===== config.mk =====
export PLATFORM = sky130hd
export DESIGN_NAME = nca_ctrl
export DESIGN_NICKNAME = d
export VERILOG_FILES = /design/src/rtl/core/nca_pkg.sv /design/src/rtl/core/nca_ctrl.sv
export SDC_FILE = /design/constraint.sdc
export NUM_CORES = 1
export LEC_CHECK = 0
export BUFFER_PORTS_ARGS = -buffer_cell sky130_fd_sc_hd__buf_2
export CAP_MARGIN = 25
export CELL_PAD_IN_SITES_DETAIL_PLACEMENT = 0
export CELL_PAD_IN_SITES_GLOBAL_PLACEMENT = 1
export CORE_MARGIN = 10
export CORE_UTILIZATION = 37
export CTS_BUF_LIST = sky130_fd_sc_hd__clkbuf_4 sky130_fd_sc_hd__clkbuf_8
export CTS_CLUSTER_SIZE = 28
export DETAILED_ROUTE_END_ITERATION = 8
export PLACE_DENSITY = 0.79
export SLEW_MARGIN = 10
export SYNTH_ARGS = -nofsm -noshare
export SYNTH_HDL_FRONTEND = slang
export SYNTH_SLANG_ARGS = --single-unit
export TNS_END_PERCENT = 1

===== constraint.sdc =====
create_clock -name clk -period 2.4 [get_ports clk]
set_input_delay 0.48 -clock clk [delete_from_list [all_inputs] [get_ports clk]]
set_output_delay 0.48 -clock clk [all_outputs]
set_load 0.005 [all_outputs]

===== src/rtl/core/nca_pkg.sv =====
// Shared types and constants for the nearest-centroid assignment block.
`timescale 1ns / 1ps
package nca_pkg;

    localparam int MAX_CLUSTERS_DEF = 16;
    localparam int MAX_FEATURES_DEF = 16;

    localparam int CFG_DATA_W = 5;
    localparam int CFG_IDX_W  = 1;
    localparam int DIST_W     = 36;
    localparam int VALUE_W    = 16;
    localparam int SQ_W       = 32;

    localparam logic [CFG_IDX_W-1:0] REG_NUM_CLUSTERS = 1'b0;
    localparam logic [CFG_IDX_W-1:0] REG_NUM_FEATURES = 1'b1;

    localparam logic [DIST_W-1:0] DIST_MAX = {DIST_W{1'b1}};

    localparam logic ACTION_CENTER = 1'b0;
    localparam logic ACTION_POINT  = 1'b1;

    typedef struct packed {
        logic                      action;
        logic [3:0]                cluster_index;
        logic [3:0]                feature_index;
        logic signed [VALUE_W-1:0] feature_value;
    } item_t;

    typedef struct packed {
        logic [3:0]        nearest_cluster;
        logic [DIST_W-1:0] min_distance;
    } result_t;

    typedef enum logic [1:0] {
        ST_IDLE,
        ST_SEARCH,
        ST_DRAIN
    } ctl_state_t;

    // Commands from the controller to the datapath.
    typedef struct packed {
        logic accept;
        logic issue;
        logic first_f;
        logic last_f;
        logic first_c;
        logic last_c;
        logic load_out;
    } cmd_t;

    // Status from the datapath to the controller.
    typedef struct packed {
        logic done;
        logic out_free;
    } status_t;

    // Per-stage tags that travel with each distance term.
    typedef struct packed {
        logic valid;
        logic first_f;
        logic last_f;
        logic first_c;
        logic last_c;
    } tag_t;

endpackage


===== src/rtl/core/nca_ctrl.sv =====
// Controller: configuration registers, item handshake and search sequencing.
`timescale 1ns / 1ps
module nca_ctrl #(
    parameter int MAX_CLUSTERS = 16,
    parameter int MAX_FEATURES = 16,
    parameter int CW = $clog2(MAX_CLUSTERS),
    parameter int FW = (MAX_FEATURES > 1) ? $clog2(MAX_FEATURES) : 1,
    parameter int AW = $clog2(MAX_CLUSTERS * MAX_FEATURES)
) (
    input  logic                                clk,
    input  logic                                rst_n,
    input  logic                                item_valid,
    input  nca_pkg::item_t                      item,
    output logic                                item_stall,
    input  logic                                cfg_we,
    input  logic [nca_pkg::CFG_IDX_W-1:0]       cfg_index,
    input  logic [nca_pkg::CFG_DATA_W-1:0]      cfg_data,
    input  nca_pkg::status_t                    status,
    output nca_pkg::cmd_t                       cmd,
    output logic [AW-1:0]                       rd_addr,
    output logic [FW-1:0]                       rd_feat
);
    import nca_pkg::*;

    ctl_state_t            state_reg, state_next;
    logic [CFG_DATA_W-1:0] num_clusters_reg;
    logic [CFG_DATA_W-1:0] num_features_reg;
    logic [FW-1:0]         f_reg, f_next;
    logic [CW-1:0]         c_reg, c_next;
    logic [AW-1:0]         base_reg, base_next;
    logic [AW-1:0]         addr_reg, addr_next;
    logic [FW-1:0]         last_f;
    logic [CW-1:0]         last_c;
    logic                  accept;
    logic                  trigger;
    logic                  at_last_f;
    logic                  at_last_c;

    always_ff @(posedge clk or negedge rst_n)
    begin
        if (!rst_n)
        begin
            num_clusters_reg <= CFG_DATA_W'(1);
            num_features_reg <= CFG_DATA_W'(1);
        end
        else if (cfg_we)
        begin
            unique case (cfg_index)
                REG_NUM_CLUSTERS: num_clusters_reg <= cfg_data;
                REG_NUM_FEATURES: num_features_reg <= cfg_data;
                default:          num_clusters_reg <= num_clusters_reg;
            endcase
        end
    end

    always_comb
    begin
        if (num_clusters_reg == '0)
            last_c = '0;
        else if (int'(num_clusters_reg) > MAX_CLUSTERS)
            last_c = CW'(MAX_CLUSTERS - 1);
        else
            last_c = CW'(num_clusters_reg - CFG_DATA_W'(1));

        if (num_features_reg == '0)
            last_f = '0;
        else if (int'(num_features_reg) > MAX_FEATURES)
            last_f = FW'(MAX_FEATURES - 1);
        else
            last_f = FW'(num_features_reg - CFG_DATA_W'(1));
    end

    assign accept    = item_valid && (state_reg == ST_IDLE);
    assign trigger   = accept && (item.action == ACTION_POINT)
                       && (int'(item.feature_index) < MAX_FEATURES)
                       && (int'(item.feature_index) == int'(last_f));
    assign at_last_f = (f_reg == last_f);
    assign at_last_c = (c_reg == last_c);

    always_comb
    begin
        state_next = state_reg;
        unique case (state_reg)
            ST_IDLE:
            begin
                if (trigger)
                    state_next = ST_SEARCH;
            end
            ST_SEARCH:
            begin
                if (at_last_f && at_last_c)
                    state_next = ST_DRAIN;
            end
            ST_DRAIN:
            begin
                if (status.done && status.out_free)
                    state_next = ST_IDLE;
            end
            default: state_next = ST_IDLE;
        endcase
    end

    always_comb
    begin
        cmd        = '0;
        item_stall = (state_reg != ST_IDLE);
        f_next     = f_reg;
        c_next     = c_reg;
        base_next  = base_reg;
        addr_next  = addr_reg;
        cmd.accept = accept;
        unique case (state_reg)
            ST_IDLE:
            begin
                if (trigger)
                begin
                    f_next    = '0;
                    c_next    = '0;
                    base_next = '0;
                    addr_next = '0;
                end
            end
            ST_SEARCH:
            begin
                cmd.issue   = 1'b1;
                cmd.first_f = (f_reg == '0);
                cmd.first_c = (c_reg == '0);
                cmd.last_f  = at_last_f;
                cmd.last_c  = at_last_c;
                if (at_last_f)
                begin
                    f_next    = '0;
                    c_next    = c_reg + CW'(1);
                    base_next = AW'(int'(base_reg) + MAX_FEATURES);
                    addr_next = AW'(int'(base_reg) + MAX_FEATURES);
                end
                else
                begin
                    f_next    = f_reg + FW'(1);
                    addr_next = addr_reg + AW'(1);
                end
            end
            ST_DRAIN:
            begin
                cmd.load_out = status.done && status.out_free;
            end
            default: cmd = '0;
        endcase
    end

    assign rd_addr = addr_reg;
    assign rd_feat = f_reg;

    always_ff @(posedge clk or negedge rst_n)
    begin
        if (!rst_n)
        begin
            state_reg <= ST_IDLE;
            f_reg     <= '0;
            c_reg     <= '0;
            base_reg  <= '0;
            addr_reg  <= '0;
        end
        else
        begin
            state_reg <= state_next;
            f_reg     <= f_next;
            c_reg     <= c_next;
            base_reg  <= base_next;
            addr_reg  <= addr_next;
        end
    end

endmodule


* After elaboration in Yosys (flattened, before gate mapping) *
Index checks and enable logic that the tools add are counted.

word-level totals
  word-level logic and storage cells = 64
  input port bits = 37
  flip-flop bits (word level) = 36
  output and inout port bits = 20

cells by class
  magnitude comparators = 2
  bitwise operators = 1
  eq/ne operators = 9
  mux-type cells = 21
  add/subtract/negate cells = 6
  reductions and logical operators = 18

operators with widths
  kind                 number
  $pmux 8 s2           2
  $mux 4               7
  $mux 8               3
  $pmux 4 s2           2
  $eq 4x4->1           3
  $gt 5x5->1 const B   2
  $logic_not 5->1      2
  $add 4x1->4 const B  2
  $add 8x1->8 const B  1
  $add 8x5->8 const B  1
  $logic_not 4->1      2
  $ne 2x2->1 const B   4
  $sub 4x1->4 const B  2
  $mux 2               3
  $pmux 2 s3           1
  $reduce_and 2->1     3
  $reduce_and 3->1     2
  $logic_and 1x1->1    5
  $mux 5               1
  $reduce_bool 2->1    2
  $reduce_or 3->1      1
  $eq 2x1->1 const B   1
  $eq 2x2->1 const B   1
  $logic_not 2->1      1
  2 further kinds      3

* Longest topological paths before layout *
  depth after elaboration = 7
  depth in mapped cells = 12
  depth with buffers taken out = 9

* Least setup slack after synthesis *
Ideal clock, no wire load.

  path kind = register -> output
  start point = reg num_features_reg[0]
  end point = out cmd[3] (netlist bit)
  cell stages (with the launch flop) = 11
  required time = 1.920 ns
  arrival = 2.109 ns
  buffers on the path = 2
  path slack = -0.189 ns
  cell sequence = dfstp_2 -> buf_6 -> inv_1 -> ha_1 -> and4bb_2 -> a31oi_1 -> nor3_1 -> a311o_1 -> nand3_1 -> buf_2 -> nor2_1

RTL lines
  element                 line            text
  from (decl)             nca_ctrl.sv:27  logic [CFG_DATA_W-1:0] num_features_reg;
  from (signal assigned)  nca_ctrl.sv:50  REG_NUM_FEATURES: num_features_reg <= cfg_data;
  to (decl)               nca_ctrl.sv:19  output nca_pkg::cmd_t cmd,

==> results.yml <==
min_path:
  min_path_type: "input pin to async pin"
setup_path:
  crit_chain: "inv_2, ha_4, or3b_4, nand2_2, o31ai_4, a311o_1, nand3_4, nor2_4, buf_2"
  worstSetupPathType: "flip-flop to output port"
  cp_slowest_cell: "a311o_1"
  cp_max_fo: 4
  critical_path_buf_inv_count: 2
  slowest_delay_ns: 0.41
  rr_startpoint: "num_features_reg[0]$_DFFE_PN1P_"
  startpoint: "num_features_reg[1]$_DFFE_PN0P_"
  end_kind: "output port"
  worstPathRequired_ns: 1.92
  r2r-end: "rd_addr[4]$_DFFE_PN0P_"
  r2r.worst_path.cells: 7
  critical_path.top_delay_family: "simple AND/OR/NAND/NOR gates"
  crit_arrival_ns: 2.23
  r2r_slack_ns: -0.23
  cp-start-kind: "flip-flop"
placement:
  place_ws_ns: -0.199
  port_buffers: 36
  dp_hpwl_microns: 4160
  gp_congestion: 0.784
synth:
  syn_area_per_cell_sq_um: 9.10
  syn_inst: 236
  ys_types: 56
  syn_area_sq_um: 2150
  synth_edf_count: 0
  synth_warnings: 0
  ys_seq_elements: 32
  ys_seq_area_frac: 0.374
  synthArstFlopShare: 1.00
  synth_nets: 283
  synth_top_flop_cell: "dfrtp_1"
layout:
  drive_gt1_frac: 0.385
  largest_reg_flops: 8
  antennaDiodeCount: 0
  seq_area_sq_um: 803
  synthToLayoutAreaGrowth_pct: 31.0
  fillers: 525
  multi_input_area_sq_um: 1330
  mostFrequentLayoutCells: "buf_2 (36), dfrtp_1 (30), buf_4 (26)"
  fin_nets: 342
  final_common_cell: "buf_2"
run_status:
  status: "finished with violations"
  violations: "negative setup slack"
sta:
  rsz0062_at_grt: "true"
  fmax_mhz: 370
  slew_viol_final: 0
  setup_violations: 24
  whs_ns: 0.236
  tightest_slew_ns: 0.754
  clock_skew_ns: 0.00684
  post-route-min-period_ns: 2.71
  worst_slack_ns: -0.305
  slew_headroom: 0.497
  fin_crit_sh: 1.13
  final_hold_viol_count: 0
drt:
  dr.pass1.iters: 4
  via_per_inst: 5.35
  drt_iter0_drc: 88
  routedWlPerCell_microns: 15.8
  vias: 1967
  routed_wirelength_microns: 5800
  drc: 0
  postRouteAntennaNets: 0
cts:
  cts_tree: "built"
  path_clk_slew_ns: 0.07
  clockRootBuffer: "clkbuf_8"
  htreeDepth: 2
  clock_sinks: 32
  cts_buffers: 5
  insertion_delay_ns: 0.29
  cts_buffer_depth: 2
floorplan:
  core-area_sq_um: 5570
  die_height_microns: 96.2
  io_pins: 57
  dieArea_sq_um: 9250
  row_count: 27
  start_util: 0.385
  die_w_microns: 96.2
global_routing:
  grt_pass1_wl_microns: 9930
  grt_max_degree: 33
  antenna_found_initial: 0
  gr-total-overflow: 0
  first_global_vias: 2073
  track_usage: 0.134
power:
  p_leak_nw: 1.30
  power_density_nw_per_um2: 1020
  ir_drop_mv: 0.462
flow_run:
  cap_violations: 0
-- kinds of logic after synthesis --
logic type | after synthesis | share of synthesized area
buf+inv | 36 | 0.0711
flops | 32 | 0.374
compound gates | 58 | 0.192
fa+ha+maj | 10 | 0.0582
mux | 11 | 0.0577
simple gates | 77 | 0.198
xor+xnor | 12 | 0.0489
-- worst max-delay path by stage --
stage	end	depth (start not counted)
2_1_floorplan	c_reg[0]$_DFFE_PN0P_	10
3_3_place_gp	cmd[3]	9
3_5_place_dp	cmd[3]	9
4_1_cts	cmd[3]	8
5_1_grt	cmd[3]	9
6_report	cmd[3]	9
-- repair_timing --
item / CTS / global route
resized for setup: 17 / 15
setup endpoints to repair: 24 / 24
buffers inserted: 2 / 2
endpoints found under the hold margin: 0 / 0
hold buffers: 0 / 0
pin swaps: 10 / 8
-- final cells by class --
cell class | instances | share of cell area
Inverter | 24 | 0.0320
Timing Repair Buffer | 64 | 0.141
Multi-Input combinational cell | 168 | 0.472
Sequential cell | 32 | 0.285
Tap cell | 72 | 0.0320
Clock buffer | 8 | 0.0369
-- synth_stat cells (all sizes together) (5+ instances only) --
library cell | instances | area share
xor2 | 7 | 0.029
inv | 24 | 0.042
nor2 | 10 | 0.017
o22ai | 8 | 0.023
a31oi | 6 | 0.017
mux2 | 8 | 0.044
dfrtp | 30 | 0.35
buf | 5 | 0.017
a21oi | 5 | 0.012
xnor2 | 5 | 0.020
ha | 10 | 0.058
nand2 | 20 | 0.035
nand3 | 11 | 0.026
clkbuf | 7 | 0.012
o21ai | 13 | 0.030
-- routing by layer --
| metal | vias to the layer above | GRT usage | part of all wire |
|---|---|---|---|
| li1 | 967 | - | - |
| met1 | 948 | 0.164 | 0.44 |
| met4 | 0 | 0.0467 | 0.014 |
| met3 | 11 | 0.0342 | 0.057 |
| met5 | - | 0 | 0 |
| met2 | 41 | 0.224 | 0.48 |
-- stage by stage --
stage          instance area (sq um)  TNS (ns)  cells  power, mW   util
6_report                        2820     -3.16    368       2.88  0.505
5_1_grt                         2820     -5.73    368       3.14  0.505
4_1_cts                         2740     -2.38    366       2.84  0.491
3_5_place_dp                    2550     -2.46    356       2.25  0.458
3_3_place_gp                    2550     -1.73    356       2.21  0.458
2_1_floorplan                   2170    -0.430    236       1.75      -
-- report_power, final --
group	switching (mW)	internal, mW	total (mW)
Sequential	0.220	0.721	0.940
Combinational	0.744	0.711	1.45
Clock	0.216	0.273	0.489
Total	1.18	1.70	2.88
No activity file was read; power rests on OpenSTA's default activity.
