## src/rtl/core/nca_pkg.sv

```systemverilog
// Shared types and constants for the nearest-centroid assignment block.
`timescale 1ns / 1ps
package nca_pkg;

    localparam int MAX_CLUSTERS_DEF = 16;
    localparam int MAX_FEATURES_DEF = 16;

    localparam int CFG_DATA_W = 5;
    localparam int CFG_IDX_W  = 1;
    localparam int DIST_W     = 36;
    localparam int VALUE_W    = 16;
    localparam int SQ_W       = 32;

    localparam logic [CFG_IDX_W-1:0] REG_NUM_CLUSTERS = 1'b0;
    localparam logic [CFG_IDX_W-1:0] REG_NUM_FEATURES = 1'b1;

    localparam logic [DIST_W-1:0] DIST_MAX = {DIST_W{1'b1}};

    localparam logic ACTION_CENTER = 1'b0;
    localparam logic ACTION_POINT  = 1'b1;

    typedef struct packed {
        logic                      action;
        logic [3:0]                cluster_index;
        logic [3:0]                feature_index;
        logic signed [VALUE_W-1:0] feature_value;
    } item_t;

    typedef struct packed {
        logic [3:0]        nearest_cluster;
        logic [DIST_W-1:0] min_distance;
    } result_t;

    typedef enum logic [1:0] {
        ST_IDLE,
        ST_SEARCH,
        ST_DRAIN
    } ctl_state_t;

    // Commands from the controller to the datapath.
    typedef struct packed {
        logic accept;
        logic issue;
        logic first_f;
        logic last_f;
        logic first_c;
        logic last_c;
        logic load_out;
    } cmd_t;

    // Status from the datapath to the controller.
    typedef struct packed {
        logic done;
        logic out_free;
    } status_t;

    // Per-stage tags that travel with each distance term.
    typedef struct packed {
        logic valid;
        logic first_f;
        logic last_f;
        logic first_c;
        logic last_c;
    } tag_t;

endpackage

```

## src/rtl/core/nca_datapath.sv

```systemverilog
// Datapath: center and point memories, distance pipeline, minimum search.
`timescale 1ns / 1ps
module nca_datapath #(
    parameter int MAX_CLUSTERS = 16,
    parameter int MAX_FEATURES = 16,
    parameter int CW = $clog2(MAX_CLUSTERS),
    parameter int FW = (MAX_FEATURES > 1) ? $clog2(MAX_FEATURES) : 1,
    parameter int AW = $clog2(MAX_CLUSTERS * MAX_FEATURES)
) (
    input  logic              clk,
    input  logic              rst_n,
    input  nca_pkg::item_t    item,
    input  nca_pkg::cmd_t     cmd,
    input  logic [AW-1:0]     rd_addr,
    input  logic [FW-1:0]     rd_feat,
    output nca_pkg::status_t  status,
    output logic              result_valid,
    input  logic              result_stall,
    output nca_pkg::result_t  result
);
    import nca_pkg::*;

    localparam int DEPTH = MAX_CLUSTERS * MAX_FEATURES;

    logic [VALUE_W-1:0] center_mem [DEPTH];
    logic [VALUE_W-1:0] point_mem  [MAX_FEATURES];

    logic               center_we;
    logic               point_we;
    logic [AW-1:0]      center_wr_addr;

    logic [VALUE_W-1:0]     center_q_reg;
    logic [VALUE_W-1:0]     point_q_reg;
    logic signed [16:0]     diff_reg;
    logic signed [33:0]     prod;
    logic [SQ_W-1:0]        sq_reg;
    logic [DIST_W:0]        sum_wide;
    logic [DIST_W-1:0]      acc_reg, acc_next;
    logic [DIST_W-1:0]      best_reg;
    logic [CW-1:0]          best_c_reg;
    logic [CW-1:0]          cmp_c_reg;
    logic                   done_reg;
    tag_t                   s1_reg, s2_reg, s3_reg, s4_reg;
    tag_t                   issue_tag;
    logic                   result_valid_reg;
    result_t                result_reg;
    logic                   cmp_fire;

    assign center_we = cmd.accept && (item.action == ACTION_CENTER)
                       && (int'(item.cluster_index) < MAX_CLUSTERS)
                       && (int'(item.feature_index) < MAX_FEATURES);
    assign point_we  = cmd.accept && (item.action == ACTION_POINT)
                       && (int'(item.feature_index) < MAX_FEATURES);
    assign center_wr_addr = AW'(int'(item.cluster_index) * MAX_FEATURES
                                + int'(item.feature_index));

    always_ff @(posedge clk)
    begin
        if (center_we)
            center_mem[center_wr_addr] <= item.feature_value;
        if (point_we)
            point_mem[FW'(item.feature_index)] <= item.feature_value;
        center_q_reg <= center_mem[rd_addr];
        point_q_reg  <= point_mem[rd_feat];
    end

    assign issue_tag = '{valid:   cmd.issue,
                         first_f: cmd.first_f,
                         last_f:  cmd.last_f,
                         first_c: cmd.first_c,
                         last_c:  cmd.last_c};

    assign prod = diff_reg * diff_reg;

    always_ff @(posedge clk)
    begin
        diff_reg <= $signed({point_q_reg[VALUE_W-1], point_q_reg})
                    - $signed({center_q_reg[VALUE_W-1], center_q_reg});
        sq_reg   <= prod[SQ_W-1:0];
    end

    // Accumulation saturates at the largest 36-bit value.
    always_comb
    begin
        sum_wide = {1'b0, acc_reg} + (DIST_W + 1)'(sq_reg);
        if (s3_reg.first_f)
            acc_next = DIST_W'(sq_reg);
        else if (sum_wide[DIST_W])
            acc_next = DIST_MAX;
        else
            acc_next = sum_wide[DIST_W-1:0];
    end

    assign cmp_fire = s4_reg.valid && s4_reg.last_f;

    always_ff @(posedge clk)
    begin
        if (s3_reg.valid)
            acc_reg <= acc_next;
        if (cmp_fire && (s4_reg.first_c || (acc_reg < best_reg)))
        begin
            best_reg   <= acc_reg;
            best_c_reg <= s4_reg.first_c ? CW'(0) : cmp_c_reg;
        end
        if (cmd.load_out)
        begin
            result_reg.nearest_cluster <= 4'(best_c_reg);
            result_reg.min_distance    <= best_reg;
        end
    end

    always_ff @(posedge clk or negedge rst_n)
    begin
        if (!rst_n)
        begin
            s1_reg           <= '0;
            s2_reg           <= '0;
            s3_reg           <= '0;
            s4_reg           <= '0;
            cmp_c_reg        <= '0;
            done_reg         <= 1'b0;
            result_valid_reg <= 1'b0;
        end
        else
        begin
            s1_reg <= issue_tag;
            s2_reg <= s1_reg;
            s3_reg <= s2_reg;
            s4_reg <= s3_reg;
            if (cmp_fire)
                cmp_c_reg <= s4_reg.first_c ? CW'(1) : cmp_c_reg + CW'(1);
            if (cmp_fire && s4_reg.last_c)
                done_reg <= 1'b1;
            else if (cmd.load_out)
                done_reg <= 1'b0;
            if (cmd.load_out)
                result_valid_reg <= 1'b1;
            else if (!result_stall)
                result_valid_reg <= 1'b0;
        end
    end

    assign status.done     = done_reg;
    assign status.out_free = !result_valid_reg || !result_stall;
    assign result_valid    = result_valid_reg;
    assign result          = result_reg;

    a_load_into_free_output: assert property (@(posedge clk) disable iff (!rst_n)
        cmd.load_out |-> (!result_valid_reg || !result_stall))
        else $error("result register overwritten while still held");

    a_final_compare_not_pending: assert property (@(posedge clk) disable iff (!rst_n)
        (cmp_fire && s4_reg.last_c) |-> !done_reg)
        else $error("search finished while a previous result was pending");

    a_no_issue_while_done: assert property (@(posedge clk) disable iff (!rst_n)
        cmd.issue |-> !done_reg)
        else $error("search issued while a finished result was not yet loaded");

    a_load_needs_done: assert property (@(posedge clk) disable iff (!rst_n)
        cmd.load_out |=> result_valid_reg && !done_reg)
        else $error("result load did not complete");

endmodule

```

## config.mk

```make
export PLATFORM = sky130hd
export DESIGN_NAME = nca_datapath
export DESIGN_NICKNAME = d
export VERILOG_FILES = /design/src/rtl/core/nca_pkg.sv /design/src/rtl/core/nca_datapath.sv
export SDC_FILE = /design/constraint.sdc
export NUM_CORES = 2
export LEC_CHECK = 0
export ABC_CLOCK_PERIOD_IN_PS = 5800
export BUFFER_PORTS_ARGS = -buffer_cell sky130_fd_sc_hd__clkbuf_2
export CORE_UTILIZATION = 57
export CTS_BUF_LIST = sky130_fd_sc_hd__clkbuf_2
export DETAILED_ROUTE_END_ITERATION = 12
export GPL_ROUTABILITY_DRIVEN = 1
export PLACE_DENSITY = 0.77
export SLEW_MARGIN = 20
export SYNTH_ARGS = -nofsm -noshare
export SYNTH_HDL_FRONTEND = slang
export SYNTH_MEMORY_MAX_BITS = 65536
export SYNTH_SLANG_ARGS = --single-unit
```

## constraint.sdc

```tcl
create_clock -name clk -period 5.8 [get_ports clk]
set_input_delay 1.16 -clock clk [delete_from_list [all_inputs] [get_ports clk]]
set_output_delay 1.16 -clock clk [all_outputs]
set_load 0.02 [all_outputs]
```

# ---- After elaboration in Yosys (flattened, before gate mapping)
# Memory sizes are Yosys's and may differ from the RTL's. A register that Yosys moved wholly into a read port is not among the register bits.
# Cells that the tools add are included.
dict set report classes {
  bitwise 1
  muxes 11
  n_reduce_logical 10
  multipliers 1
  eq_ne 1
  add_sub_neg 4
  magnitude_cmp 1
}
# cell n
set op_table {}
lappend op_table {{$add A36 B32 Y37} 1}
lappend op_table {{$lt A36 B36 Y1} 1}
lappend op_table {{$mux W36} 1}
lappend op_table {{$mul A17 B17 Y32} 1}
lappend op_table {{$mux W32} 1}
lappend op_table {{$sub A16 B16 Y17} 1}
lappend op_table {{$add A8 B4 Y8} 1}
lappend op_table {{$mux W1} 8}
lappend op_table {{$logic_and A1 B1 Y1} 5}
lappend op_table {{$add A4 B1 Y4 const B} 1}
lappend op_table {{$mux W4} 1}
lappend op_table {{$logic_not A1 Y1} 2}
lappend op_table {{$logic_or A1 B1 Y1} 2}
lappend op_table {{$ne A2 B2 Y1 const B} 1}
lappend op_table {{$reduce_bool A2 Y1} 1}
lappend op_table {{$not A1 Y1} 1}
dict set report word_totals {
  reg_bits 190
  mem_count 2
  word_cells 61
  ramBits 4352
  output_inout_bits 43
  inputBits 47
}
# memory words word_bits rd rd_clocked_by_memory_dff wr line
set mem_list {}
lappend mem_list {center_mem 256 16 1 1 1 nca_datapath.sv:25} ;# logic [VALUE_W-1:0] center_mem [DEPTH];
lappend mem_list {point_mem 16 16 1 1 1 nca_datapath.sv:26} ;# logic [VALUE_W-1:0] point_mem [MAX_FEATURES];

# ---- Longest topological paths before layout
dict set report logic_depth {
  depth_word 4
  ltp_mapped 25
  depth_no_buf 23
}

# ---- Least setup slack after synthesis
# Ideal clock, no wire load.
dict set report synth_path {
  kind {reg-to-reg}
  start {register diff_reg[2]}
  end {register sq_reg[31]}
  synth_period_minus_slack_ps 5962
  required_ps 5728
  n_path_buf 3
  setup_time_ps 72
  arrival_ps 5890
  path_stages_with_launch 26
  slack_ps -162
  path_cell_list {dfxtp_1 clkbuf_1 clkbuf_1 nand2_1 inv_1 fa_1 inv_1 fa_1 fa_1 inv_1 fa_1 fa_1 inv_1 fa_1 inv_1 ha_1 clkbuf_1 o21ai_0 o21ai_0 o211ai_1 o211ai_1 nand2_1 o311ai_0 a31oi_1 o21ai_0 xnor2_1}
}
dict set report synth_via {
  elab_chain_len 1
}
# element line
set synth_rtl {}
lappend synth_rtl {{from (decl)} nca_datapath.sv:34} ;# logic signed [16:0] diff_reg;
lappend synth_rtl {{from (signal assigned)} nca_datapath.sv:77} ;# diff_reg <= $signed({point_q_reg[VALUE_W-1], point_q_reg})
lappend synth_rtl {{$mul A17 B17 Y32} nca_datapath.sv:73} ;# assign prod = diff_reg * diff_reg;
lappend synth_rtl {{via prod[31]} nca_datapath.sv:35} ;# logic signed [33:0] prod;
lappend synth_rtl {{to (signal assigned)} nca_datapath.sv:79} ;# sq_reg <= prod[SQ_W-1:0];
lappend synth_rtl {{to (decl)} nca_datapath.sv:36} ;# logic [SQ_W-1:0] sq_reg;
# The timed path passes the listed nets, and every way through them passes these cells.
# A chain may end at the register's enable or synchronous reset.

# ---- Worst setup path in the final report
dict set report layout_path {
  start {register diff_reg[8]}
  end {register sq_reg[23]}
}
# Same word-level chain as after synthesis.

==> impl_metrics.json <==
{
  "status": "finished, final reports clean",
  "ys_types": 63,
  "multi_input_area_um2": 45920,
  "yosysTopAreaCell": "edfxtp_1",
  "synth_area_um2": 184900,
  "slowest_stage": "fa_1",
  "top_level_ports": 90,
  "clock_path_buffers": 5,
  "coreArea_um2": 321900,
  "fillCellCount": 21051,
  "drv_slew": 0,
  "cts_tree": "yes",
  "cp_data_arrival_time_ns": 7.75,
  "synth-xor-area-share_pct": 0.3837,
  "synth_top_family_by_area": "multiplexers",
  "wl_per_cell_um": 30.27,
  "fp-row-count": 208,
  "endpoint_kind": "flip-flop",
  "cpMostUsedCell": "fa_1",
  "grt_pass1_vias": 97060,
  "avgViaCountPerCell": 6.322,
  "crit_path_cell_trace": "nand2_2 -> fa_1 -> inv_2 -> fa_1 -> inv_2 -> fa_1 -> inv_1 -> fa_1 -> fa_1 -> inv_1 -> fa_1 -> inv_2 -> ha_4 -> buf_6 -> or3_4 -> o211ai_1 -> o211ai_1 -> buf_4 -> a31o_4 -> a21oi_4 -> o21ba_4 -> o21bai_1 -> xor2_1",
  "crit_fanout": 3,
  "nNetsFinal": 10322,
  "yosysSeqAreaShare_pct": 73.77,
  "synthSimpleGateAreaFrac_pct": 1.762,
  "chipWidth_um": 571.6,
  "clk_pin_slew_ns": 0.10,
  "ys_top_cells_by_area": "edfxtp_1, mux4_2, fa_1, ha_1, dfxtp_1",
  "clock-sinks": 4573,
  "drive_gt1_share_pct": 37.20,
  "synth.area.mux_share_pct": 17.55,
  "synth-edff-count": 4468,
  "syn_to_final_growth_pct": 11.25,
  "setup_violations": 0,
  "maxCapViolCount": 0,
  "drc": 0,
  "synth_flop_cell": "edfxtp_1",
  "grt_pass1_wl_um": 653300,
  "hold_violations": 0,
  "numCtsBuffers": 1163,
  "gp_congestion": 0.8646,
  "synth_top_area_share_pct": 72.56,
  "die_h_um": 571.6,
  "async_reset_ff_share_pct": 0.5467,
  "hold_path_class": "input port to asynchronous set/reset pin",
  "fin_crit_ns": 5.759,
  "h-tree-depth": 7,
  "final_cell_mix": "edfxtp_1, clkbuf_2, mux4_2, buf_4, inv_1",
  "largest_reg_flops": 4096,
  "fmax_mhz": 173.6,
  "timing.hold.ws_ns": 0.06391,
  "synth_warnings": 0,
  "hpwl_um": 275400,
  "track_usage_pct": 28.36,
  "cp-start-kind": "flip-flop",
  "synth_nets": 8790,
  "finalCritPeriodShare_pct": 99.29,
  "start_util_pct": 57.44,
  "path_class": "flip-flop to flip-flop",
  "cp.required_ns": 7.80,
  "grt_max_degree": 161,
  "dr.first_iter.drc_count": 12294,
  "fin_worst_skew_ns": 0.2152,
  "rsz0062_at_grt": "yes",
  "avgSynthCellArea_um2": 22.23,
  "antenna_found_initial": 35,
  "tightestPinTransition_ns": 1.214,
  "io_buffers": 89,
  "regArea_um2": 136400,
  "dieArea_um2": 326700,
  "syn_inst": 8319,
  "clk_latency_ns": 2.28,
  "slew_headroom_pct": 19.05,
  "antenna_left": 0,
  "synthAdderAreaFrac_pct": 3.913,
  "layout_commonest_cell": "edfxtp_1",
  "overflow": 0,
  "cts_root_buffer": "clkbuf_2",
  "wl_um": 451000,
  "synth-compound-area-share_pct": 0.9291,
  "slowest_delay_ns": 0.58,
  "dr.pass1.iters": 6,
  "synth-seq-cells": 4573,
  "dr_total_vias": 94204
}
synthesized netlist by cell type, types with 34 or more instances:
master,instances
clkbuf_1,261
nor3_1,39
dfxtp_1,80
o21ai_0,51
ha_1,167
xnor2_1,62
a21o_1,34
fa_1,257
edfxtp_1,4468
mux4_2,1440
nand3_1,35
nor2_1,339
inv_1,412
nand2_1,149
and2_1,56
buf_1,77
buf_2,58
a21oi_1,66
layout make-up:
class                           count  share of cell area, %
Sequential cell                  4573                  66.32
Multi-Input combinational cell   2935                  22.32
Clock buffer                     1582                  3.849
Timing Repair Buffer              766                  3.425
Tap cell                         4305                  2.618
Inverter                          412                 0.7518
Clock inverter                    287                 0.6599
Antenna cell                       42                0.05109
final timing paths:
kind	from	slack [ns]	cells after the start	to
setup / recovery	diff_reg[8]	0.04	23	sq_reg[23]
hold / removal	rst_n	0.06	4	done_reg
setup reg to reg	diff_reg[8]	0.04	23	sq_reg[23]
hold reg to reg	best_c_reg[3]	0.26	0	result[39]
max in group asynchronous	rst_n	5.19	4	cmp_c_reg[2]
min in group clk	best_c_reg[3]	0.26	0	result[39]
per-layer routing:
layer	track usage, %	vias to the layer above	wire (um)
met5	0	-	77
met2	43.72	6519	216500
met4	13.54	12	19430
met1	38.45	48696	162400
met3	7.176	1000	52630
li1	-	37977	-
cell families (layout without fill, tap and decap cells):
group / after synthesis / count (layout)
compound gates: 261 / 261
simple gates: 727 / 727
buf+inv: 811 / 3047
flops: 4573 / 4573
mux: 1442 / 1442
xor+xnor: 81 / 81
other cells: 0 / 42
fa+ha+maj: 424 / 424
stage by stage:
step                cell area (um2)  cells  utilization [%]  worst slack (ns)  setup TNS [ns]
floorplan                    184900   8319                -          0.006859               0
global placement             194500  12878            60.42           -0.1914         -0.9161
detailed placement           194500  12878            60.43           -0.3120          -1.633
CTS                          205100  14845            63.70         0.0002514               0
global route                 205700  14881            63.88           -0.1526         -0.8306
finish                       205700  14902            63.90           0.04115               0
critical path: cells and delay by family (launching register included):
kind                       cells  cell delay, ns
AOI/OAI and AO/OA              6            0.89
adders and majority gates      7            3.27
and+or+nand+nor                2            0.38
xor gates and xnor gates       1            0.15
buffers and inverters          7            0.55
DFF                            1            0.37
what timing repair did:
action                                  in CTS  in global routing
pin swaps                                   16                 40
buffers inserted                             4                  8
endpoints found under the setup margin      12                 13
resized for setup                           44                 84
hold endpoints to repair                  5322                 44
hold buffers                                95                  2
Power is not shown: default switching activity piles up to over one toggle a cycle in this logic, so the estimate is an artifact.
